--- src/sv/ctsc_pkg.sv ---
// ctsc_pkg: shared types, codes, constants and character-class helpers
// for the source token scanner. No dependencies.
`timescale 1ns / 1ps
`default_nettype none
package ctsc_pkg;

  localparam int LINE_BITS   = 24;
  localparam int LENGTH_BITS = 16;
  localparam int FIFO_DEPTH  = 4;
  localparam int FIFO_AW     = $clog2(FIFO_DEPTH);

  localparam logic [LINE_BITS-1:0]   LINE_MAX = {LINE_BITS{1'b1}};
  localparam logic [LENGTH_BITS-1:0] LEN_MAX  = {LENGTH_BITS{1'b1}};

  localparam logic [7:0] CH_UNDERSCORE = 8'h5F;
  localparam logic [7:0] CH_DOT        = 8'h2E;
  localparam logic [7:0] CH_LOW_E      = 8'h65;
  localparam logic [7:0] CH_UP_E       = 8'h45;
  localparam logic [7:0] CH_HASH       = 8'h23;
  localparam logic [7:0] CH_STAR       = 8'h2A;
  localparam logic [7:0] CH_SLASH      = 8'h2F;
  localparam logic [7:0] CH_DQUOTE     = 8'h22;
  localparam logic [7:0] CH_SQUOTE     = 8'h27;
  localparam logic [7:0] CH_BSLASH     = 8'h5C;
  localparam logic [7:0] CH_NL         = 8'h0A;
  localparam logic [7:0] CH_SPACE      = 8'h20;
  localparam logic [7:0] CH_TAB        = 8'h09;
  localparam logic [7:0] CH_VT         = 8'h0B;
  localparam logic [7:0] CH_FF         = 8'h0C;
  localparam logic [7:0] CH_CR         = 8'h0D;
  localparam logic [7:0] CH_PLUS       = 8'h2B;
  localparam logic [7:0] CH_MINUS      = 8'h2D;
  localparam logic [7:0] CH_PCT        = 8'h25;
  localparam logic [7:0] CH_LT         = 8'h3C;
  localparam logic [7:0] CH_GT         = 8'h3E;
  localparam logic [7:0] CH_EQ         = 8'h3D;
  localparam logic [7:0] CH_BANG       = 8'h21;
  localparam logic [7:0] CH_BAR        = 8'h7C;
  localparam logic [7:0] CH_AMP        = 8'h26;
  localparam logic [7:0] CH_CARET      = 8'h5E;

  typedef enum logic [5:0] {
    TK_IDENT   = 6'd0,  TK_NUMBER = 6'd1,  TK_STRING = 6'd2,  TK_CHAR   = 6'd3,
    TK_END     = 6'd4,  TK_DIV_EQ = 6'd5,  TK_DIV    = 6'd6,  TK_INC    = 6'd7,
    TK_ADD_EQ  = 6'd8,  TK_ADD    = 6'd9,  TK_DEC    = 6'd10, TK_SUB_EQ = 6'd11,
    TK_SUB     = 6'd12, TK_MUL_EQ = 6'd13, TK_MUL    = 6'd14, TK_MOD_EQ = 6'd15,
    TK_MOD     = 6'd16, TK_SHL_EQ = 6'd17, TK_SHL    = 6'd18, TK_LT     = 6'd19,
    TK_SHR_EQ  = 6'd20, TK_SHR    = 6'd21, TK_GT     = 6'd22, TK_EQ_EQ  = 6'd23,
    TK_ASSIGN  = 6'd24, TK_NE     = 6'd25, TK_NOT    = 6'd26, TK_LOR    = 6'd27,
    TK_OR_EQ   = 6'd28, TK_OR     = 6'd29, TK_LAND   = 6'd30, TK_AND_EQ = 6'd31,
    TK_AND     = 6'd32, TK_XOR_EQ = 6'd33, TK_XOR    = 6'd34
  } tok_kind_t;

  typedef enum logic [4:0] {
    MD_IDLE, MD_IDENT, MD_NINT, MD_NFRAC, MD_NEXP, MD_STR, MD_CMT, MD_CMTSTAR,
    MD_DBLANK, MD_DDIG, MD_DREST, MD_SLASH, MD_PLUS, MD_MINUS, MD_STAR, MD_PCT,
    MD_LT, MD_LTLT, MD_GT, MD_GTGT, MD_EQ, MD_BANG, MD_BAR, MD_AMP, MD_CARET
  } scan_mode_t;

  typedef struct packed {
    logic [5:0]             token_kind;
    logic [7:0]             char_value;
    logic [LINE_BITS-1:0]   line_number;
    logic [LENGTH_BITS-1:0] token_length;
    logic                   last_of_run;
  } result_t;

  typedef struct packed {
    logic [1:0] n;
    result_t    r0;
    result_t    r1;
  } push_t;

  function automatic result_t mk_res(tok_kind_t kind, logic [7:0] ch,
                                     logic [LINE_BITS-1:0] line,
                                     logic [LENGTH_BITS-1:0] len);
    result_t r;
    r.token_kind   = kind;
    r.char_value   = ch;
    r.line_number  = line;
    r.token_length = len;
    r.last_of_run  = 1'b0;
    return r;
  endfunction

  function automatic logic is_digit(logic [7:0] c);
    return (c >= 8'h30) && (c <= 8'h39);
  endfunction

  function automatic logic is_alpha(logic [7:0] c);
    return ((c >= 8'h61) && (c <= 8'h7A)) || ((c >= 8'h41) && (c <= 8'h5A));
  endfunction

  function automatic logic is_space(logic [7:0] c);
    return (c == CH_SPACE) || (c == CH_TAB) || (c == CH_NL) || (c == CH_VT) ||
           (c == CH_FF) || (c == CH_CR);
  endfunction

  function automatic tok_kind_t short_kind(scan_mode_t m);
    tok_kind_t k;
    unique case (m)
      MD_SLASH: k = TK_DIV;
      MD_PLUS:  k = TK_ADD;
      MD_MINUS: k = TK_SUB;
      MD_STAR:  k = TK_MUL;
      MD_PCT:   k = TK_MOD;
      MD_LT:    k = TK_LT;
      MD_LTLT:  k = TK_SHL;
      MD_GT:    k = TK_GT;
      MD_GTGT:  k = TK_SHR;
      MD_EQ:    k = TK_ASSIGN;
      MD_BANG:  k = TK_NOT;
      MD_BAR:   k = TK_OR;
      MD_AMP:   k = TK_AND;
      default:  k = TK_XOR;
    endcase
    return k;
  endfunction

  // TK_IDENT stands for no two-character match
  function automatic tok_kind_t long_kind(scan_mode_t m, logic [7:0] c);
    tok_kind_t k;
    k = TK_IDENT;
    unique case (m)
      MD_SLASH: if (c == CH_EQ) k = TK_DIV_EQ;
      MD_PLUS: begin
        if (c == CH_PLUS) k = TK_INC;
        else if (c == CH_EQ) k = TK_ADD_EQ;
      end
      MD_MINUS: begin
        if (c == CH_MINUS) k = TK_DEC;
        else if (c == CH_EQ) k = TK_SUB_EQ;
      end
      MD_STAR:  if (c == CH_EQ) k = TK_MUL_EQ;
      MD_PCT:   if (c == CH_EQ) k = TK_MOD_EQ;
      MD_LTLT:  if (c == CH_EQ) k = TK_SHL_EQ;
      MD_GTGT:  if (c == CH_EQ) k = TK_SHR_EQ;
      MD_EQ:    if (c == CH_EQ) k = TK_EQ_EQ;
      MD_BANG:  if (c == CH_EQ) k = TK_NE;
      MD_BAR: begin
        if (c == CH_BAR) k = TK_LOR;
        else if (c == CH_EQ) k = TK_OR_EQ;
      end
      MD_AMP: begin
        if (c == CH_AMP) k = TK_LAND;
        else if (c == CH_EQ) k = TK_AND_EQ;
      end
      MD_CARET: if (c == CH_EQ) k = TK_XOR_EQ;
      default: k = TK_IDENT;
    endcase
    return k;
  endfunction

endpackage
`default_nettype wire

--- src/sv/ctsc_in_if.sv ---
// ctsc_in_if: input channel, one source character per item.
// No dependencies.
`timescale 1ns / 1ps
`default_nettype none
interface ctsc_in_if;
  logic       valid;
  logic       ready;
  logic [7:0] char_code;
  logic       end_of_input;

  modport source (output valid, output char_code, output end_of_input, input ready);
  modport sink (input valid, input char_code, input end_of_input, output ready);
endinterface
`default_nettype wire

--- src/sv/ctsc_out_if.sv ---
// ctsc_out_if: result channel, one token result per item.
// Depends on ctsc_pkg for the line and length widths.
`timescale 1ns / 1ps
`default_nettype none
interface ctsc_out_if;
  logic                            valid;
  logic                            ready;
  logic [5:0]                      token_kind;
  logic [7:0]                      char_value;
  logic [ctsc_pkg::LINE_BITS-1:0]   line_number;
  logic [ctsc_pkg::LENGTH_BITS-1:0] token_length;
  logic                            last_of_run;

  modport source (output valid, output token_kind, output char_value, output line_number,
                  output token_length, output last_of_run, input ready);
  modport sink (input valid, input token_kind, input char_value, input line_number,
                input token_length, input last_of_run, output ready);
endinterface
`default_nettype wire

--- src/sv/ctsc_core.sv ---
// ctsc_core: scanner state registers and the per-character next-state logic;
// produces up to two results per accepted item. Depends on ctsc_pkg.
`timescale 1ns / 1ps
`default_nettype none
module ctsc_core (
  input  wire logic            clk,
  input  wire logic            rst_n,
  input  wire logic            fire,
  input  wire logic [7:0]      c,
  input  wire logic            eoi,
  output ctsc_pkg::push_t      push
);

  localparam int LB = ctsc_pkg::LINE_BITS;
  localparam int NB = ctsc_pkg::LENGTH_BITS;
  localparam int WB = ctsc_pkg::LINE_BITS + 4;

  ctsc_pkg::scan_mode_t mode_r, mode_nxt;
  logic [NB-1:0]        len_r, len_nxt;
  logic [LB-1:0]        line_r, line_nxt;
  logic [LB-1:0]        dval_r, dval_nxt;
  logic                 ddig_r, ddig_nxt;
  logic                 quote_r, quote_nxt;
  logic                 esc_r, esc_nxt;

  logic [NB-1:0]        len_inc;
  logic [WB-1:0]        dval_wide;
  logic [LB-1:0]        dval_add;
  logic [7:0]           close_ch;
  ctsc_pkg::tok_kind_t  lk, sk;
  logic                 fin_v, beg_v, restart, apply, count_nl;
  ctsc_pkg::result_t    fin, beg;
  logic [LB-1:0]        line_app;

  assign len_inc   = (len_r == ctsc_pkg::LEN_MAX) ? len_r : len_r + NB'(1);
  assign dval_wide = WB'({dval_r, 3'b000}) + WB'({dval_r, 1'b0}) + WB'(c[3:0]);
  assign dval_add  = (dval_wide > WB'(ctsc_pkg::LINE_MAX)) ? ctsc_pkg::LINE_MAX
                                                          : dval_wide[LB-1:0];
  assign close_ch  = quote_r ? ctsc_pkg::CH_SQUOTE : ctsc_pkg::CH_DQUOTE;
  assign lk        = ctsc_pkg::long_kind(mode_r, c);
  assign sk        = ctsc_pkg::short_kind(mode_r);
  assign line_app  = ddig_r ? dval_r : line_r;

  always_comb begin
    mode_nxt  = mode_r;
    len_nxt   = len_r;
    line_nxt  = line_r;
    dval_nxt  = dval_r;
    ddig_nxt  = ddig_r;
    quote_nxt = quote_r;
    esc_nxt   = esc_r;
    fin_v     = 1'b0;
    beg_v     = 1'b0;
    fin       = ctsc_pkg::mk_res(ctsc_pkg::TK_IDENT, 8'h00, line_r, len_r);
    beg       = fin;
    restart   = 1'b0;
    apply     = 1'b0;
    count_nl  = (c == ctsc_pkg::CH_NL);

    if (eoi) begin
      count_nl = 1'b0;
      unique case (mode_r) inside
        ctsc_pkg::MD_IDLE, ctsc_pkg::MD_CMT, ctsc_pkg::MD_CMTSTAR: begin
        end
        ctsc_pkg::MD_IDENT: begin
          fin_v = 1'b1;
          fin   = ctsc_pkg::mk_res(ctsc_pkg::TK_IDENT, 8'h00, line_r, len_r);
        end
        ctsc_pkg::MD_NINT, ctsc_pkg::MD_NFRAC, ctsc_pkg::MD_NEXP: begin
          fin_v = 1'b1;
          fin   = ctsc_pkg::mk_res(ctsc_pkg::TK_NUMBER, 8'h00, line_r, len_r);
        end
        ctsc_pkg::MD_STR: begin
          fin_v = 1'b1;
          fin   = ctsc_pkg::mk_res(ctsc_pkg::TK_STRING, 8'h00, line_r, len_r);
        end
        ctsc_pkg::MD_DBLANK, ctsc_pkg::MD_DDIG, ctsc_pkg::MD_DREST: apply = 1'b1;
        default: begin
          fin_v = 1'b1;
          fin   = ctsc_pkg::mk_res(sk, 8'h00, line_r, len_r);
        end
      endcase
      beg_v    = 1'b1;
      beg      = ctsc_pkg::mk_res(ctsc_pkg::TK_END, 8'h00, apply ? line_app : line_r,
                                  '0);
      mode_nxt = ctsc_pkg::MD_IDLE;
      len_nxt  = '0;
      esc_nxt  = 1'b0;
    end else begin
      unique case (mode_r) inside
        ctsc_pkg::MD_IDLE: restart = 1'b1;
        ctsc_pkg::MD_IDENT: begin
          if (ctsc_pkg::is_alpha(c) || ctsc_pkg::is_digit(c) ||
              c == ctsc_pkg::CH_UNDERSCORE) begin
            len_nxt = len_inc;
          end else begin
            fin_v   = 1'b1;
            fin     = ctsc_pkg::mk_res(ctsc_pkg::TK_IDENT, 8'h00, line_r, len_r);
            restart = 1'b1;
          end
        end
        ctsc_pkg::MD_NINT, ctsc_pkg::MD_NFRAC, ctsc_pkg::MD_NEXP: begin
          if (ctsc_pkg::is_digit(c)) begin
            len_nxt = len_inc;
          end else if (c == ctsc_pkg::CH_DOT && mode_r == ctsc_pkg::MD_NINT) begin
            len_nxt  = len_inc;
            mode_nxt = ctsc_pkg::MD_NFRAC;
          end else if ((c == ctsc_pkg::CH_LOW_E || c == ctsc_pkg::CH_UP_E) &&
                       mode_r != ctsc_pkg::MD_NEXP) begin
            len_nxt  = len_inc;
            mode_nxt = ctsc_pkg::MD_NEXP;
          end else begin
            fin_v   = 1'b1;
            fin     = ctsc_pkg::mk_res(ctsc_pkg::TK_NUMBER, 8'h00, line_r, len_r);
            restart = 1'b1;
          end
        end
        ctsc_pkg::MD_STR: begin
          len_nxt = len_inc;
          if (esc_r) begin
            esc_nxt = 1'b0;
          end else if (c == ctsc_pkg::CH_BSLASH) begin
            esc_nxt = 1'b1;
          end else if (c == close_ch) begin
            fin_v    = 1'b1;
            fin      = ctsc_pkg::mk_res(ctsc_pkg::TK_STRING, 8'h00, line_r, len_inc);
            mode_nxt = ctsc_pkg::MD_IDLE;
          end
        end
        ctsc_pkg::MD_CMT: begin
          if (c == ctsc_pkg::CH_STAR) mode_nxt = ctsc_pkg::MD_CMTSTAR;
        end
        ctsc_pkg::MD_CMTSTAR: begin
          if (c == ctsc_pkg::CH_SLASH) mode_nxt = ctsc_pkg::MD_IDLE;
          else if (c != ctsc_pkg::CH_STAR) mode_nxt = ctsc_pkg::MD_CMT;
        end
        ctsc_pkg::MD_DBLANK, ctsc_pkg::MD_DDIG, ctsc_pkg::MD_DREST: begin
          if (c == ctsc_pkg::CH_NL) begin
            apply    = 1'b1;
            count_nl = 1'b0;
            mode_nxt = ctsc_pkg::MD_IDLE;
          end else if (mode_r == ctsc_pkg::MD_DREST) begin
            mode_nxt = ctsc_pkg::MD_DREST;
          end else if (ctsc_pkg::is_digit(c)) begin
            dval_nxt = dval_add;
            ddig_nxt = 1'b1;
            mode_nxt = ctsc_pkg::MD_DDIG;
          end else if (mode_r == ctsc_pkg::MD_DDIG ||
                       (c != ctsc_pkg::CH_SPACE && c != ctsc_pkg::CH_TAB)) begin
            mode_nxt = ctsc_pkg::MD_DREST;
          end
        end
        ctsc_pkg::MD_LT, ctsc_pkg::MD_GT: begin
          if ((mode_r == ctsc_pkg::MD_LT && c == ctsc_pkg::CH_LT) ||
              (mode_r == ctsc_pkg::MD_GT && c == ctsc_pkg::CH_GT)) begin
            len_nxt  = len_inc;
            mode_nxt = (mode_r == ctsc_pkg::MD_LT) ? ctsc_pkg::MD_LTLT : ctsc_pkg::MD_GTGT;
          end else begin
            fin_v   = 1'b1;
            fin     = ctsc_pkg::mk_res(sk, 8'h00, line_r, len_r);
            restart = 1'b1;
          end
        end
        default: begin
          if (mode_r == ctsc_pkg::MD_SLASH && c == ctsc_pkg::CH_STAR) begin
            mode_nxt = ctsc_pkg::MD_CMT;
            len_nxt  = '0;
          end else if (lk != ctsc_pkg::TK_IDENT) begin
            len_nxt  = len_inc;
            fin_v    = 1'b1;
            fin      = ctsc_pkg::mk_res(lk, 8'h00, line_r, len_inc);
            mode_nxt = ctsc_pkg::MD_IDLE;
          end else begin
            fin_v   = 1'b1;
            fin     = ctsc_pkg::mk_res(sk, 8'h00, line_r, len_r);
            restart = 1'b1;
          end
        end
      endcase

      // start of a new token
      if (restart) begin
        len_nxt  = NB'(1);
        mode_nxt = ctsc_pkg::MD_IDLE;
        if (ctsc_pkg::is_space(c)) begin
          mode_nxt = ctsc_pkg::MD_IDLE;
        end else if (ctsc_pkg::is_alpha(c) || c == ctsc_pkg::CH_UNDERSCORE) begin
          mode_nxt = ctsc_pkg::MD_IDENT;
        end else if (ctsc_pkg::is_digit(c)) begin
          mode_nxt = ctsc_pkg::MD_NINT;
        end else if (c == ctsc_pkg::CH_DQUOTE || c == ctsc_pkg::CH_SQUOTE) begin
          mode_nxt  = ctsc_pkg::MD_STR;
          quote_nxt = (c == ctsc_pkg::CH_SQUOTE);
          esc_nxt   = 1'b0;
        end else if (c == ctsc_pkg::CH_HASH) begin
          mode_nxt = ctsc_pkg::MD_DBLANK;
          dval_nxt = '0;
          ddig_nxt = 1'b0;
        end else begin
          case (c)
            ctsc_pkg::CH_SLASH: mode_nxt = ctsc_pkg::MD_SLASH;
            ctsc_pkg::CH_PLUS:  mode_nxt = ctsc_pkg::MD_PLUS;
            ctsc_pkg::CH_MINUS: mode_nxt = ctsc_pkg::MD_MINUS;
            ctsc_pkg::CH_STAR:  mode_nxt = ctsc_pkg::MD_STAR;
            ctsc_pkg::CH_PCT:   mode_nxt = ctsc_pkg::MD_PCT;
            ctsc_pkg::CH_LT:    mode_nxt = ctsc_pkg::MD_LT;
            ctsc_pkg::CH_GT:    mode_nxt = ctsc_pkg::MD_GT;
            ctsc_pkg::CH_EQ:    mode_nxt = ctsc_pkg::MD_EQ;
            ctsc_pkg::CH_BANG:  mode_nxt = ctsc_pkg::MD_BANG;
            ctsc_pkg::CH_BAR:   mode_nxt = ctsc_pkg::MD_BAR;
            ctsc_pkg::CH_AMP:   mode_nxt = ctsc_pkg::MD_AMP;
            ctsc_pkg::CH_CARET: mode_nxt = ctsc_pkg::MD_CARET;
            default: begin
              beg_v = 1'b1;
              beg   = ctsc_pkg::mk_res(ctsc_pkg::TK_CHAR, c, line_r, NB'(1));
            end
          endcase
        end
      end
    end

    if (apply && ddig_r) begin
      line_nxt = dval_r;
    end else if (count_nl && line_r != ctsc_pkg::LINE_MAX) begin
      line_nxt = line_r + LB'(1);
    end
  end

  // pack results in emission order, flag the last one
  always_comb begin
    push.n  = {1'b0, fin_v} + {1'b0, beg_v};
    push.r0 = fin_v ? fin : beg;
    push.r1 = beg;
    push.r0.last_of_run = !(fin_v && beg_v);
    push.r1.last_of_run = 1'b1;
  end

  always_ff @(posedge clk) begin
    if (!rst_n) begin
      mode_r  <= ctsc_pkg::MD_IDLE;
      len_r   <= '0;
      line_r  <= LB'(1);
      dval_r  <= '0;
      ddig_r  <= 1'b0;
      quote_r <= 1'b0;
      esc_r   <= 1'b0;
    end else if (fire) begin
      mode_r  <= mode_nxt;
      len_r   <= len_nxt;
      line_r  <= line_nxt;
      dval_r  <= dval_nxt;
      ddig_r  <= ddig_nxt;
      quote_r <= quote_nxt;
      esc_r   <= esc_nxt;
    end
  end

endmodule
`default_nettype wire

--- src/sv/ctsc_res_fifo.sv ---
// ctsc_res_fifo: small result queue taking up to two results per cycle
// and handing out one per cycle while out_ready is high. Depends on ctsc_pkg.
`timescale 1ns / 1ps
`default_nettype none
module ctsc_res_fifo (
  input  wire logic              clk,
  input  wire logic              rst_n,
  input  wire logic              push_en,
  input  wire ctsc_pkg::push_t   push,
  output logic                   room2,
  output logic                   out_valid,
  input  wire logic              out_ready,
  output ctsc_pkg::result_t      out_data
);

  localparam int AW = ctsc_pkg::FIFO_AW;
  localparam int CW = ctsc_pkg::FIFO_AW + 1;

  ctsc_pkg::result_t mem_r [ctsc_pkg::FIFO_DEPTH];
  logic [AW-1:0]     wr_r, wr_nxt, rd_r, rd_nxt;
  logic [CW-1:0]     cnt_r, cnt_nxt;
  logic [1:0]        n_in;
  logic              pop;

  assign n_in      = push_en ? push.n : 2'd0;
  assign pop       = out_valid && out_ready;
  assign out_valid = (cnt_r != '0);
  assign out_data  = mem_r[rd_r];
  assign room2     = (cnt_r <= CW'(ctsc_pkg::FIFO_DEPTH - 2));

  always_comb begin
    wr_nxt  = wr_r + AW'(n_in);
    rd_nxt  = rd_r + AW'(pop);
    cnt_nxt = cnt_r + CW'(n_in) - CW'(pop);
  end

  always_ff @(posedge clk) begin
    if (!rst_n) begin
      wr_r  <= '0;
      rd_r  <= '0;
      cnt_r <= '0;
    end else begin
      wr_r  <= wr_nxt;
      rd_r  <= rd_nxt;
      cnt_r <= cnt_nxt;
    end
  end

  always_ff @(posedge clk) begin
    if (n_in != 2'd0) mem_r[wr_r] <= push.r0;
    if (n_in == 2'd2) mem_r[wr_r + AW'(1)] <= push.r1;
  end

endmodule
`default_nettype wire

--- src/sv/c_source_token_scanner_top.sv ---
// c_source_token_scanner_top: C token scanner, one character per item in,
// token results out. Depends on ctsc_pkg, ctsc_in_if, ctsc_out_if, ctsc_core, ctsc_res_fifo.
//
// Takes one source character per cycle and reports identifiers, numbers,
// string/char constants, operators and single-character tokens, skipping
// comments and applying '#' line directives. A character is scanned in the
// cycle it is accepted, and its results (none, one or two) enter a
// four-entry result queue visible on the next cycle. Input is taken every
// cycle while the queue has two free entries; a character that ends one
// token and starts a single-character token yields two results. last_of_run
// marks the final result of a character; end_of_input flushes any open token
// and always yields an end result.
`timescale 1ns / 1ps
`default_nettype none
module c_source_token_scanner_top (
  input  wire logic clk,
  input  wire logic rst_n,
  ctsc_in_if.sink   in_ch,
  ctsc_out_if.source out_ch
);

  logic              fire;
  logic              room2;
  ctsc_pkg::push_t   push;
  ctsc_pkg::result_t head;

  assign in_ch.ready = room2;
  assign fire        = in_ch.valid && room2;

  ctsc_core u_core (
    .clk   (clk),
    .rst_n (rst_n),
    .fire  (fire),
    .c     (in_ch.char_code),
    .eoi   (in_ch.end_of_input),
    .push  (push)
  );

  ctsc_res_fifo u_fifo (
    .clk       (clk),
    .rst_n     (rst_n),
    .push_en   (fire),
    .push      (push),
    .room2     (room2),
    .out_valid (out_ch.valid),
    .out_ready (out_ch.ready),
    .out_data  (head)
  );

  assign out_ch.token_kind   = head.token_kind;
  assign out_ch.char_value   = head.char_value;
  assign out_ch.line_number  = head.line_number;
  assign out_ch.token_length = head.token_length;
  assign out_ch.last_of_run  = head.last_of_run;

endmodule
`default_nettype wire
--- src/flat_wrapper.sv ---
// flat-port wrapper written by rule: the top's interface ports become plain ports
module c_source_token_scanner_top_flat 
  (clk, rst_n, in_ch_valid, in_ch_char_code, in_ch_end_of_input, in_ch_ready, out_ch_valid, out_ch_token_kind, out_ch_char_value, out_ch_line_number, out_ch_token_length, out_ch_last_of_run, out_ch_ready);
  ctsc_in_if in_ch_i ();
  ctsc_out_if out_ch_i ();
  input  wire logic clk;
  input  wire logic rst_n;
  input wire logic [$bits(in_ch_i.valid)-1:0] in_ch_valid;
  input wire logic [$bits(in_ch_i.char_code)-1:0] in_ch_char_code;
  input wire logic [$bits(in_ch_i.end_of_input)-1:0] in_ch_end_of_input;
  output wire logic [$bits(in_ch_i.ready)-1:0] in_ch_ready;
  output wire logic [$bits(out_ch_i.valid)-1:0] out_ch_valid;
  output wire logic [$bits(out_ch_i.token_kind)-1:0] out_ch_token_kind;
  output wire logic [$bits(out_ch_i.char_value)-1:0] out_ch_char_value;
  output wire logic [$bits(out_ch_i.line_number)-1:0] out_ch_line_number;
  output wire logic [$bits(out_ch_i.token_length)-1:0] out_ch_token_length;
  output wire logic [$bits(out_ch_i.last_of_run)-1:0] out_ch_last_of_run;
  input wire logic [$bits(out_ch_i.ready)-1:0] out_ch_ready;
  assign in_ch_i.valid = in_ch_valid;
  assign in_ch_i.char_code = in_ch_char_code;
  assign in_ch_i.end_of_input = in_ch_end_of_input;
  assign in_ch_ready = in_ch_i.ready;
  assign out_ch_valid = out_ch_i.valid;
  assign out_ch_token_kind = out_ch_i.token_kind;
  assign out_ch_char_value = out_ch_i.char_value;
  assign out_ch_line_number = out_ch_i.line_number;
  assign out_ch_token_length = out_ch_i.token_length;
  assign out_ch_last_of_run = out_ch_i.last_of_run;
  assign out_ch_i.ready = out_ch_ready;
  c_source_token_scanner_top u_core (.clk(clk), .rst_n(rst_n), .in_ch(in_ch_i), .out_ch(out_ch_i));
endmodule
--- config.mk ---
export PLATFORM = sky130hd
export DESIGN_NAME = c_source_token_scanner_top_flat
export DESIGN_NICKNAME = d
export VERILOG_FILES = /design/src/sv/ctsc_pkg.sv /design/src/sv/ctsc_in_if.sv /design/src/sv/ctsc_out_if.sv /design/src/sv/ctsc_core.sv /design/src/sv/ctsc_res_fifo.sv /design/src/sv/c_source_token_scanner_top.sv /design/src/flat_wrapper.sv
export SDC_FILE = /design/constraint.sdc
export NUM_CORES = 1
export LEC_CHECK = 0
export BUFFER_PORTS_ARGS = -buffer_cell sky130_fd_sc_hd__buf_2
export CAP_MARGIN = 0
export CORE_MARGIN = 4
export CORE_UTILIZATION = 60
export CTS_BUF_LIST = sky130_fd_sc_hd__clkbuf_4 sky130_fd_sc_hd__clkbuf_8 sky130_fd_sc_hd__clkbuf_16
export CTS_CLUSTER_SIZE = 8
export DETAILED_ROUTE_END_ITERATION = 10
export PLACE_DENSITY_LB_ADDON = 0.1
export REMOVE_ABC_BUFFERS = 1
export SYNTH_ARGS = -nofsm -noshare
export SYNTH_HDL_FRONTEND = slang
export SYNTH_SLANG_ARGS = --single-unit
--- constraint.sdc ---
create_clock -name clk -period 6.24 [get_ports clk]
set_input_delay 0 -clock clk [delete_from_list [all_inputs] [get_ports clk]]
set_output_delay 0 -clock clk [all_outputs]
set_load 0.05 [all_outputs]
**Word level (Yosys, flattened, before mapping)**

Memories as Yosys holds them, arrays and structs flattened. A register that Yosys moved wholly into a read port is not among the register bits.
Index checks and enable logic that the tools add are counted.

- Word-level logic and storage cells: 302
- Bits in read-only memories: 192
- Output and inout bits: 57
- Input port bits: 13
- Bits in registers: 79
- Memory bits (writable): 220
- Memories: 2

- Reduce and logical (&&, ||, !) cells: 48
- Multiplexer cells: 149
- Magnitude comparators: 8
- Bitwise logic cells: 4
- $add $sub $neg: 10
- Equal/unequal tests: 71

Memories:

| memory | depth | bits a word | read ports | clocked after memory_dff | write ports | line | RTL |
|---|---|---|---|---|---|---|---|
| u_core.u_fifo.mem_r | 4 | 55 | 1 | 1 | 2 | ctsc_res_fifo.sv:19 | `ctsc_pkg::result_t mem_r [ctsc_pkg::FIFO_DEPTH];` |
| (name not given) | 32 | 6 | 1 | 1 | 0 | ctsc_pkg.sv:101 | `unique case (m)` |

Operators with widths:

| operator | number |
|---|---|
| 51-bit two-way mux | 10 |
| 55-bit two-way mux | 7 |
| 24-bit two-way mux | 15 |
| 55-bit case mux with 4 select lines | 1 |
| 5-bit two-way mux | 33 |
| 55-bit case mux with 3 select lines | 1 |
| 16-bit two-way mux | 10 |
| 8-bit by 6-bit == test with 1-bit output (second input constant) | 15 |
| 16-bit case mux with 5 select lines | 1 |
| 6-bit case mux with 12 select lines | 1 |
| 5-bit case mux with 12 select lines | 1 |
| 1-bit two-way mux | 52 |
| 52-bit two-way mux | 1 |
| 50-bit two-way mux | 1 |
| 8-bit by 7-bit == test with 1-bit output (second input constant) | 6 |
| 5-bit == test (second input constant) | 9 |
| 5-bit by 4-bit == test with 1-bit output (second input constant) | 8 |
| 8-bit by 4-bit == test with 1-bit output (second input constant) | 5 |
| 5-bit case mux with 7 select lines | 1 |
| 27-bit by 25-bit adder with 28-bit output | 1 |
| 28-bit by 4-bit adder with 28-bit output | 1 |
| 28-bit by 24-bit greater-than comparator with 1-bit output (second input constant) | 1 |
| 24-bit by 1-bit adder with 24-bit output (second input constant) | 1 |
| 24-bit != test (second input constant) | 1 |
| other kinds (53) | 107 |

**Logic depth before layout (Yosys ltp)**

Gate-level depths: netlist (run 1).

- Depth after elaboration: 16
- Gate-level depth with buffers: 21
- Depth with buffers taken out: 17

**Modules after synthesis**

From an unflattened synthesis (run 1), not the netlist that was laid out.

- Cells, all modules: 1,710
- Area, all modules: 19,755.2 um2

Modules (own cells, without submodules):

| module | sequential area each (um2) | area each (um2) | times used | cells each |
|---|---|---|---|---|
| ctsc_res_fifo | 6,746.5 | 11,273.3 | 1 | 584 |
| ctsc_core | 1,561.5 | 8,475.6 | 1 | 1,125 |
| c_source_token_scanner_top | 0.0 | 6.3 | 1 | 1 |

**Worst setup path before layout (run 1)**

No wires, ideal clock.

- Path kind: reg-to-reg
- From: register u_core.u_core.mode_r[2]
- To: memory u_core.u_fifo.mem_r[2][10] in the netlist's numbering, enable pin
- Arrival time: 4.700 ns
- Stages on the path, launching flop included: 14
- Period minus slack after synthesis: 5.106 ns
- Slack: 1.134 ns
- Setup time: 0.406 ns
- Data required time: 5.834 ns
- Path buffers: 2
- Path through: dfxtp_1 > buf_4 > or2_2 > a32oi_1 > nor2_1 > or4b_1 > buf_2 > a211o_4 > o31ai_4 > ha_1 > nand2_1 > nor4b_1 > nor2_1 > inv_1

RTL lines:

| element | line | RTL |
|---|---|---|
| start: declaration | ctsc_core.sv:18 | `ctsc_pkg::scan_mode_t mode_r, mode_nxt;` |
| start signal: assignment | ctsc_core.sv:240 | `mode_r <= ctsc_pkg::MD_IDLE;` |
| start signal: assignment | ctsc_core.sv:248 | `mode_r <= mode_nxt;` |
| end: declaration | ctsc_res_fifo.sv:19 |  |

==> results of run 1 <==
-- sequential cells by signal, indices dropped and copies added, names as in the netlist --
signal	flops
u_core.u_core.quote_r	1
u_core.u_core.len_r	16
u_core.u_core.mode_r	5
u_core.u_fifo.rd_r	2
u_core.u_fifo.cnt_r	3
u_core.u_core.dval_r	24
u_core.u_fifo.mem_r	220
u_core.u_core.sk	6
u_core.u_core.esc_r	1
u_core.u_core.line_r	24
u_core.u_core.ddig_r	1
u_core.u_fifo.wr_r	2
-- power groups by stage --
| stage | Combinational [W] | Clock (W) | Sequential [W] |
|---|---|---|---|
| after CTS | 0.00182 | 0.00236 | 0.00247 |
| after floorplan | 0.00128 | 0 | 0.00253 |
| after detailed placement | 0.00180 | 0 | 0.00251 |
| final | 0.00182 | 0.00235 | 0.00247 |
| after global placement | 0.00178 | 0 | 0.00249 |
| after global routing | 0.00190 | 0.00246 | 0.00249 |
-- path summary, 6_finish.rpt --
kind	start	endpoint	cells past startpoint
setup / recovery	u_core.u_core.mode_r[2]	u_core.u_fifo.mem_r[0][47]	12
setup reg to reg	u_core.u_core.mode_r[2]	u_core.u_fifo.mem_r[0][47]	12
hold reg to reg	u_core.u_fifo.mem_r[2][0]	u_core.u_fifo.mem_r[2][0]	1
hold / removal	in_ch_char_code[3]	u_core.u_fifo.mem_r[1][44]	2
-- layout by cell type (no fill, tap or decap), types with 30 or more instances in the layout --
| cell | n |
|---|---|
| a21oi_1 | 104 |
| and2_1 | 41 |
| buf_2 | 69 |
| buf_4 | 37 |
| clkbuf_16 | 44 |
| clkbuf_4 | 33 |
| dfxtp_1 | 99 |
| edfxtp_1 | 204 |
| ha_1 | 58 |
| mux2i_1 | 30 |
| mux4_2 | 55 |
| nand2_1 | 160 |
| nand3_1 | 43 |
| nor2_1 | 231 |
| nor3_1 | 49 |
| o21ai_0 | 119 |
-- cells by family after synthesis --
group	count (synthesis)
buffers and inverters	164
DFF	305
muxes	87
adders and majority gates	62
AOI/OAI and AO/OA	469
xor gates and xnor gates	27
and+or+nand+nor	674
-- worst max-delay path: cells and delay by family (launching register included) --
family                     cells  cell delay (ps)
AOI/OAI and AO/OA              7             2480
and+or+nand+nor                4             1970
DFF                            1              580
adders and majority gates      1              320
-- cell type report --
class	count	area (um^2)	area share [%]
timing repair buffer	113	713	3.57
clock buffer	77	1350	6.76
multi-input combinational	1319	9070	45.4
sequential	305	8150	40.8
clock inverter	4	75.1	0.376
inverter	33	124	0.620
tap	384	480	2.41
-- repair_timing --
action / 4_1_cts / 5_1_grt
setup buffers: 0 / 0
endpoints found under the hold margin: 19 / 0
hold buffers: 5 / 0
gates resized for setup: 0 / 0
-- metal layers --
metal,global-route usage (%),routed length (um),part of all wire (%),vias to the layer above
met3,4.38,4730,9.2,79
li1,-,-,-,6817
met5,0,0,0,-
met2,48.7,23900,47,849
met4,7.17,997,1.9,0
met1,44.2,21700,42,7339
-- per-stage QoR --
step	area, um^2	hold WS (ps)	worst slack, ps
finish	20000	131	717
global route	20000	136	410
CTS	20000	96.6	845
detailed placement	18500	454	882
global placement	18500	447	963
floorplan	17300	71.1	152
==> run metrics, run 1 <==
Synth Area in XOR/XNOR 1.32%; Fin Setup TNS 0 ps; post-synthesis cell area 0.0179 mm^2; Internal 0.00438 W; Final Skew 16.2 ps; Clock Latency Late Sink 540 ps; placed cells 2149; Leak 7.16 nW; IO Pins 70; cell taking the most area after synthesis edfxtp_1; CP arrival 5910 ps; first-pass GRT wire length 79900 um; Ys Warns 0; starting DRC count in detailed routing 1902; largest net degree at the start of global routing 53; number of synthesized flops with an enable pin 204; sequential share of the synthesized area 45.6%; FILL cells 2164; via count 15100; CP max stage delay 930 ps; DRT Pass-1 Iters 7; vias in the first global route 14200; clock sink count 305; Util after Layout 68.8%; Fmax achieved 181 MHz; critical path class reg2reg; die width 181 um; Compound-Gate Fraction of Synth Area 17.8%; asr flop ratio synth 0%; CTS Buf Count 44; Worst Hold Class in2reg; IO buf count 69; maximum VDD drop 0.000220 V; Seq cells post-synth 305; Combinational Power Share 27.4%; dominant cells by area after synthesis edfxtp_1, dfxtp_1, mux4_2; Req. time, crit path 6630 ps; Worst slew margin 13.0%; residual DRC count 0; initial core utilization 61.6%; endpoints failing setup 0; pin slew with the least headroom to its limit 1300 ps; post-synth top area share 34.3%; crit-path max FO 16; RSZ-0062 raised after global routing no; Tcrit/Tclk final 88.5%; # nets final 1890; layout cells sized above 1 16.0%; most frequent cell after synthesis nor2_1; Clk pin slew, worst setup/hold paths 50 ps; Die Y 181 um; Clk pwr share 35.4%; non-filler instance count after layout 2235; Fin. Hold Viols 0; largest family of logic cells by synthesized area simple AND/OR/NAND/NOR gates; final antenna-violating net count 0; H-tree depth 2; slowest CP cell nor3_1; GR Overflow Total 0; antenna violations before repair 0; Sw Ratio 34.0%; Total GRT Usage 30.3%; Avg Inst Size Synth 10.0 um^2; CTS tree built; core area 0.0290 mm^2; die footprint 0.0326 mm^2; total power 0.00664 W; critical path launch point type register; vias per cell 6.75; cell area power density 333 mW/mm^2; Min Clock Period, post-route 5520 ps; Max Cap Viol 0; mux contribution to synthesized area 8.74%; std cell rows 62; commonest cells in the netlist nor2_1, edfxtp_1, nand2_1; Reg2Reg Setup Slack 720 ps; post-synthesis adder-cell area fraction 4.45%; post-synthesis simple-gate area fraction 18.3%; Synth Flop Type edfxtp_1; P&R area growth vs syn 11.7%; CTS max path bufs 3; Post-Syn Instances 1788; net switching power figure 0.00226 W; HPWL after DPL 34500 um; Flop pwr share 37.2%; Routed WL 51400 um; outcome completed; root buf cell clkbuf_16; Cell variety after synth 94; Critical Path Sink Type register; crit path cell chain nor3b_1 -> o21ai_0 -> a31oi_1 -> a211oi_2 -> a211o_4 -> o31ai_4 -> ha_1 -> o21ai_1 -> nor3_1 -> a21oi_1 -> nor2_1 -> and2_1; GP Congestion 1.04; ANT cells 0; fin. max-slew vios 0; wire per inst 23.0 um
Note: power is estimated with default switching activity, not from simulation.
==> inputs of run 2 (changes only) <==
--- a/config.mk
+++ b/config.mk
@@ -8,11 +8,12 @@
 export BUFFER_PORTS_ARGS = -buffer_cell sky130_fd_sc_hd__buf_2
 export CAP_MARGIN = 0
 export CORE_MARGIN = 4
-export CORE_UTILIZATION = 60
+export CORE_UTILIZATION = 59
 export CTS_BUF_LIST = sky130_fd_sc_hd__clkbuf_4 sky130_fd_sc_hd__clkbuf_8 sky130_fd_sc_hd__clkbuf_16
 export CTS_CLUSTER_SIZE = 8
 export DETAILED_ROUTE_END_ITERATION = 10
 export PLACE_DENSITY_LB_ADDON = 0.1
+export RECOVER_POWER = 25
 export REMOVE_ABC_BUFFERS = 1
 export SYNTH_ARGS = -nofsm -noshare
 export SYNTH_HDL_FRONTEND = slang
==> run metrics, run 2 (same netlist as run 1, synthesis figures left out) <==
outcome finished with violations (was completed); failing checks capacitance limit, slew limit; CP arrival 6010 ps (was 5910 ps); met2 global-route usage 47.0% (was 48.7%); vias per cell 6.60 (was 6.75); Reg2Reg Depth 15 (was 12); Worst Hold Class in2reg (unchanged); Die Y 182 um (was 181 um); Max Cap Viol 3 (was 0); maximum VDD drop 0.000223 V (was 0.000220 V); Total GRT Usage 30.0% (was 30.3%); cell area power density 334 mW/mm^2 (was 333 mW/mm^2); layout cells sized above 1 12.5% (was 16.0%); largest net degree at the start of global routing 48 (was 53); Routed WL 51100 um (was 51400 um); P&R area growth vs syn 11.1% (was 11.7%); fin. max-slew vios 97 (was 0); via count 14800 (was 15100); Clk pin slew, worst setup/hold paths 60 ps (was 50 ps); Fmax achieved 178 MHz (was 181 MHz); GR Overflow Total 0 (unchanged); met3 usage 5.21% (was 4.38%); starting DRC count in detailed routing 1809 (was 1902); ANT cells 0 (unchanged); CTS tree built (unchanged); critical path class reg2reg (unchanged); Clock Latency Late Sink 560 ps (was 540 ps); antenna violations before repair 0 (unchanged); GP Congestion 0.922 (was 1.04); core area 0.0298 mm^2 (was 0.0290 mm^2); HPWL after DPL 34300 um (was 34500 um); Util after Layout 66.6% (was 68.8%); H-tree depth 2 (unchanged); Min Clock Period, post-route 5630 ps (was 5520 ps); Fin. Hold Viols 0 (unchanged); commonest non-fill, non-tap cell in the layout nor2_1 (unchanged); Leak 6.99 nW (was 7.16 nW); std cell rows 63 (was 62); max reg flops 220 (unchanged); endpoints failing setup 0 (unchanged); final antenna-violating net count 0 (unchanged); DRT Pass-1 Iters 6 (was 7); pin slew with the least headroom to its limit 3620 ps (was 1300 ps); pre-CTS WS 1020 ps (was 882 ps); root buf cell clkbuf_16 (unchanged); worst hold path stage count 3 (was 2); die width 182 um (was 181 um); Largest regs u_core.u_fifo.mem_r: 220 flops, u_core.u_core.dval_r: 24 flops, u_core.u_core.line_r: 24 flops (unchanged); Post-CTS Setup Inserts 0 (unchanged); worst setup margin 611 ps (was 717 ps); gr busiest metal met2 (unchanged); Req. time, crit path 6620 ps (was 6630 ps); IO Pins 70 (unchanged); Fin Setup TNS 0 ps (unchanged); # nets final 1893 (was 1890); vias in the first global route 14100 (was 14200); first-pass GRT wire length 79400 um (was 79900 um); CTS max path bufs 3 (unchanged); die footprint 0.0331 mm^2 (was 0.0326 mm^2); crit-path max FO 18 (was 16); wire per inst 22.8 um (was 23.0 um); clock sink count 305 (unchanged); CTS Buf Count 44 (unchanged); IO buf count 69 (unchanged); critical path launch point type register (unchanged); most frequent cells in the layout nor2_1, edfxtp_1, nand2_1 (unchanged); Top reg by flops u_core.u_fifo.mem_r (unchanged); RSZ-0062 raised after global routing no (unchanged); Critical Path Sink Type register (unchanged); met1 Use GR 43.6% (was 44.2%); Tcrit/Tclk final 90.2% (was 88.5%); residual DRC count 0 (unchanged); Final Skew 46.7 ps (was 16.2 ps); initial core utilization 60.0% (was 61.6%); Worst slew margin -141% (was 13.0%)
run 2: path summary, 6_finish.rpt:
kind	from	endpoint	slack, ps
min reg2reg	u_core.u_fifo.mem_r[2][0]	u_core.u_fifo.mem_r[2][0]	470
max	u_core.u_core.mode_r[0]	u_core.u_fifo.mem_r[1][13]	610
max reg2reg	u_core.u_core.mode_r[0]	u_core.u_fifo.mem_r[1][13]	610
min	in_ch_char_code[3]	u_core.u_fifo.mem_r[0][44]	110
run 2: stage by stage:
stage / cell area (um^2) / total power (W) / hold slack (ps) / cells
after floorplan: 17300 / 0.00381 / 71.1 / 1657
after global placement: 18500 / 0.00428 / 454 / 2158
after detailed placement: 18500 / 0.00431 / 450 / 2158
after CTS: 20000 / 0.00667 / 96.7 / 2242
after global routing: 19900 / 0.00684 / 127 / 2242
final: 19900 / 0.00662 / 110 / 2242
run 2: area by class of cell:
class / instances / area [um^2]
Clock buffer: 75 / 1330
Clock inverter: 4 / 88.8
Fill cell: 2359 / 9940
Inverter: 33 / 124
Multi-Input combinational cell: 1319 / 9040
Sequential cell: 305 / 8150
Tap cell: 390 / 488
Timing Repair Buffer: 116 / 636
run 2: layer usage:
layer | vias up | routed length [um]
met2 | 776 | 23300
met5 | - | 0
met1 | 7082 | 21700
li1 | 6828 | -
met4 | 0 | 1290
met3 | 104 | 4880
run 2: worst max-delay path, stage by stage, from the launching register on:
cell	delay (ps)
dfxtp_1	510
clkbuf_1	310
or2_2	390
a32oi_1	200
nor2_1	80
or4b_1	580
a211o_1	510
o31ai_4	570
ha_1	300
nand2_1	240
nor4_1	430
buf_4	230
o311a_1	660
a31o_2	260
nand2_1	80
o21ai_0	120
run 2: power by group:
part | total, W | switching (W) | internal (W)
clock | 0.00236 | 0.000894 | 0.00147
combinational | 0.00178 | 0.00128 | 0.000506
sequential | 0.00248 | 0.000111 | 0.00237
total | 0.00662 | 0.00228 | 0.00434
run 2: repair_timing:
item / CTS / global route
gates resized for setup: 0 / 0
hold buffers: 5 / 0
endpoints found under the hold margin: 17 / 0
==> inputs of run 3 (changes only) <==
--- a/config.mk
+++ b/config.mk
@@ -7,13 +7,11 @@
 export LEC_CHECK = 0
 export BUFFER_PORTS_ARGS = -buffer_cell sky130_fd_sc_hd__buf_2
 export CAP_MARGIN = 0
-export CORE_MARGIN = 4
 export CORE_UTILIZATION = 59
 export CTS_BUF_LIST = sky130_fd_sc_hd__clkbuf_4 sky130_fd_sc_hd__clkbuf_8 sky130_fd_sc_hd__clkbuf_16
 export CTS_CLUSTER_SIZE = 8
 export DETAILED_ROUTE_END_ITERATION = 10
 export PLACE_DENSITY_LB_ADDON = 0.1
-export RECOVER_POWER = 25
 export REMOVE_ABC_BUFFERS = 1
 export SYNTH_ARGS = -nofsm -noshare
 export SYNTH_HDL_FRONTEND = slang
==> run metrics, run 3 (same netlist as run 1, synthesis figures left out) <==
clock sink count 305 (unchanged); outcome completed (was finished with violations); root buf cell clkbuf_16 (unchanged); via count 14800 (about the same); P&R area growth vs syn 11.9% (was 11.1%); first-pass GRT wire length 76800 um (was 79400 um); CTS max path bufs 3 (unchanged); largest net degree at the start of global routing 48 (unchanged); post-route cell area 0.0200 mm^2 (was 0.0199 mm^2); Clock Latency Late Sink 540 ps (was 560 ps); vias per cell 6.60 (about the same); RSZ-0062 raised after global routing no (unchanged); GR Overflow Total 0 (unchanged); CP arrival 5550 ps (was 6010 ps); Top reg by flops u_core.u_fifo.mem_r (unchanged); vias in the first global route 13800 (was 14100); Die Y 176 um (was 182 um); Resized cells post-CTS 0 (unchanged); CP max stage delay 610 ps (was 660 ps); antenna violations before repair 0 (unchanged); hold_buf cts 4 (was 5); CTS Buf Count 44 (unchanged); Worst Hold Class in2reg (unchanged); crit-path max FO 17 (was 18); layout cells sized above 1 16.2% (was 12.5%); Critical Path Sink Type register (unchanged); core area 0.0297 mm^2 (was 0.0298 mm^2); wire per inst 22.0 um (was 22.8 um); crit path cell chain buf_4 -> or2_2 -> a32oi_1 -> nor2_1 -> or4b_1 -> a211o_4 -> o31ai_4 -> ha_1 -> o21ai_1 -> nor2_1 -> buf_4 -> a21oi_1 -> nor2_1 -> and2_1 (was clkbuf_1 -> or2_2 -> a32oi_1 -> nor2_1 -> or4b_1 -> a211o_1 -> o31ai_4 -> ha_1 -> nand2_1 -> nor4_1 -> buf_4 -> o311a_1 -> a31o_2 -> nand2_1 -> o21ai_0); std cell rows 63 (unchanged); Clk pin slew, worst setup/hold paths 60 ps (about the same); die width 176 um (was 182 um); Max Cap Viol 0 (was 3); # nets final 1894 (was 1893); die footprint 0.0310 mm^2 (was 0.0331 mm^2); CP bufs+invs 2 (unchanged); GP Congestion 0.892 (was 0.922); FILL cells 2300 (was 2359); Total GRT Usage 31.7% (was 30.0%); Post-CTS Setup Inserts 0 (unchanged); Tcrit/Tclk final 84.2% (was 90.2%); max reg flops 220 (unchanged); fin. max-slew vios 0 (was 97); slowest CP cell or4b_1 (was o311a_1); IO Pins 70 (unchanged); pin slew with the least headroom to its limit 1200 ps (was 3620 ps); total power 0.00662 W (about the same); Leak 7.17 nW (was 6.99 nW); Fin Setup TNS 0 ps (unchanged); Final Skew 16.6 ps (was 46.7 ps); maximum VDD drop 0.000215 V (was 0.000223 V); endpoints failing setup 0 (unchanged); Fin. Hold Viols 0 (unchanged); ANT cells 0 (unchanged); CP top delay family compound AO/OA/AOI/OAI gates (unchanged); Crit path top cell by count nor2_1 (was nand2_1); IO buf count 69 (unchanged); critical path launch point type register (unchanged); DP Area 0.0186 mm^2 (was 0.0185 mm^2); Largest regs u_core.u_fifo.mem_r: 220 flops, u_core.u_core.dval_r: 24 flops, u_core.u_core.line_r: 24 flops (unchanged); commonest non-fill, non-tap cell in the layout nor2_1 (unchanged); Min Clock Period, post-route 5250 ps (was 5630 ps); most frequent cells in the layout nor2_1, edfxtp_1, nand2_1 (unchanged); Fmax achieved 190 MHz (was 178 MHz); non-filler instance count after layout 2243 (was 2242); Req. time, crit path 6540 ps (was 6620 ps); final antenna-violating net count 0 (unchanged); Worst slew margin 19.8% (was -141%); initial core utilization 60.1% (was 60.0%); HPWL after DPL 32900 um (was 34300 um); Routed WL 49300 um (was 51100 um); critical path class reg2reg (unchanged); CTS tree built (unchanged); placed cells 2160 (was 2158); DRT Pass-1 Iters 5 (was 6); residual DRC count 0 (unchanged); H-tree depth 2 (unchanged); Util after Layout 67.3% (was 66.6%); cell area power density 331 mW/mm^2 (was 334 mW/mm^2); starting DRC count in detailed routing 1555 (was 1809)
run 3: changes by cell type in the layout (fill, tap and decap cells not counted), moves of 2 or more:
cell | previous run | this run
clkbuf_1 | 60 | 0
buf_4 | 36 | 41
clkinv_2 | 0 | 2
buf_2 | 14 | 69
buf_12 | 1 | 3
a211oi_2 | 0 | 2
a211oi_1 | 17 | 15
run 3: per-stage QoR:
stage / hold slack, ps / setup WS (ps)
global placement: 440 / 1220
global route: 61.0 / 737
floorplan: 71.1 / 152
detailed placement: 458 / 1090
finish: 57.2 / 986
CTS: 43.7 / 1100
run 3: routing by layer:
| metal | vias up | part of all wire [%] | track usage, % |
|---|---|---|---|
| met3 | 77 | 9.5 | 5.40 |
| met4 | 0 | 1.6 | 6.45 |
| li1 | 6824 | - | - |
| met5 | - | 0 | 0 |
| met2 | 759 | 45 | 48.3 |
| met1 | 7136 | 44 | 47.6 |
run 3: layout make-up:
class                   count  area [um^2]  share of cell area (%)
multi-input cells        1319         9070                    45.4
flip-flops and latches    305         8150                    40.8
clock buffers              74         1330                    6.63
repair buffers            117          753                    3.77
well taps                 390          488                    2.44
inverters                  33          124                   0.620
clock inverters             5         76.3                   0.382
run 3: final timing paths:
kind,from,endpoint,slack [ps],depth (start not counted)
max,u_core.u_core.mode_r[0],u_core.u_fifo.mem_r[2][44],990,14
min,out_ch_ready,u_core.u_fifo.rd_r[0],60,4
max reg2reg,u_core.u_core.mode_r[0],u_core.u_fifo.mem_r[2][44],990,14
min reg2reg,u_core.u_fifo.mem_r[2][0],u_core.u_fifo.mem_r[2][0],470,1
run 3: power breakdown:
part / switching (W) / leakage (nW) / internal (W) / total, W
Combinational: 0.00126 / 3.80 / 0.000548 / 0.00181
Clock: 0.000883 / 0.716 / 0.00146 / 0.00234
Sequential: 0.000101 / 2.65 / 0.00237 / 0.00247
Total: 0.00224 / 7.17 / 0.00437 / 0.00662
run 3: worst min-delay path: cells and delay by family:
| kind | cells | cell delay [ps] |
|---|---|---|
| fa+ha+maj | 1 | 160 |
| simple gates | 2 | 330 |
| buf+inv | 1 | 70 |
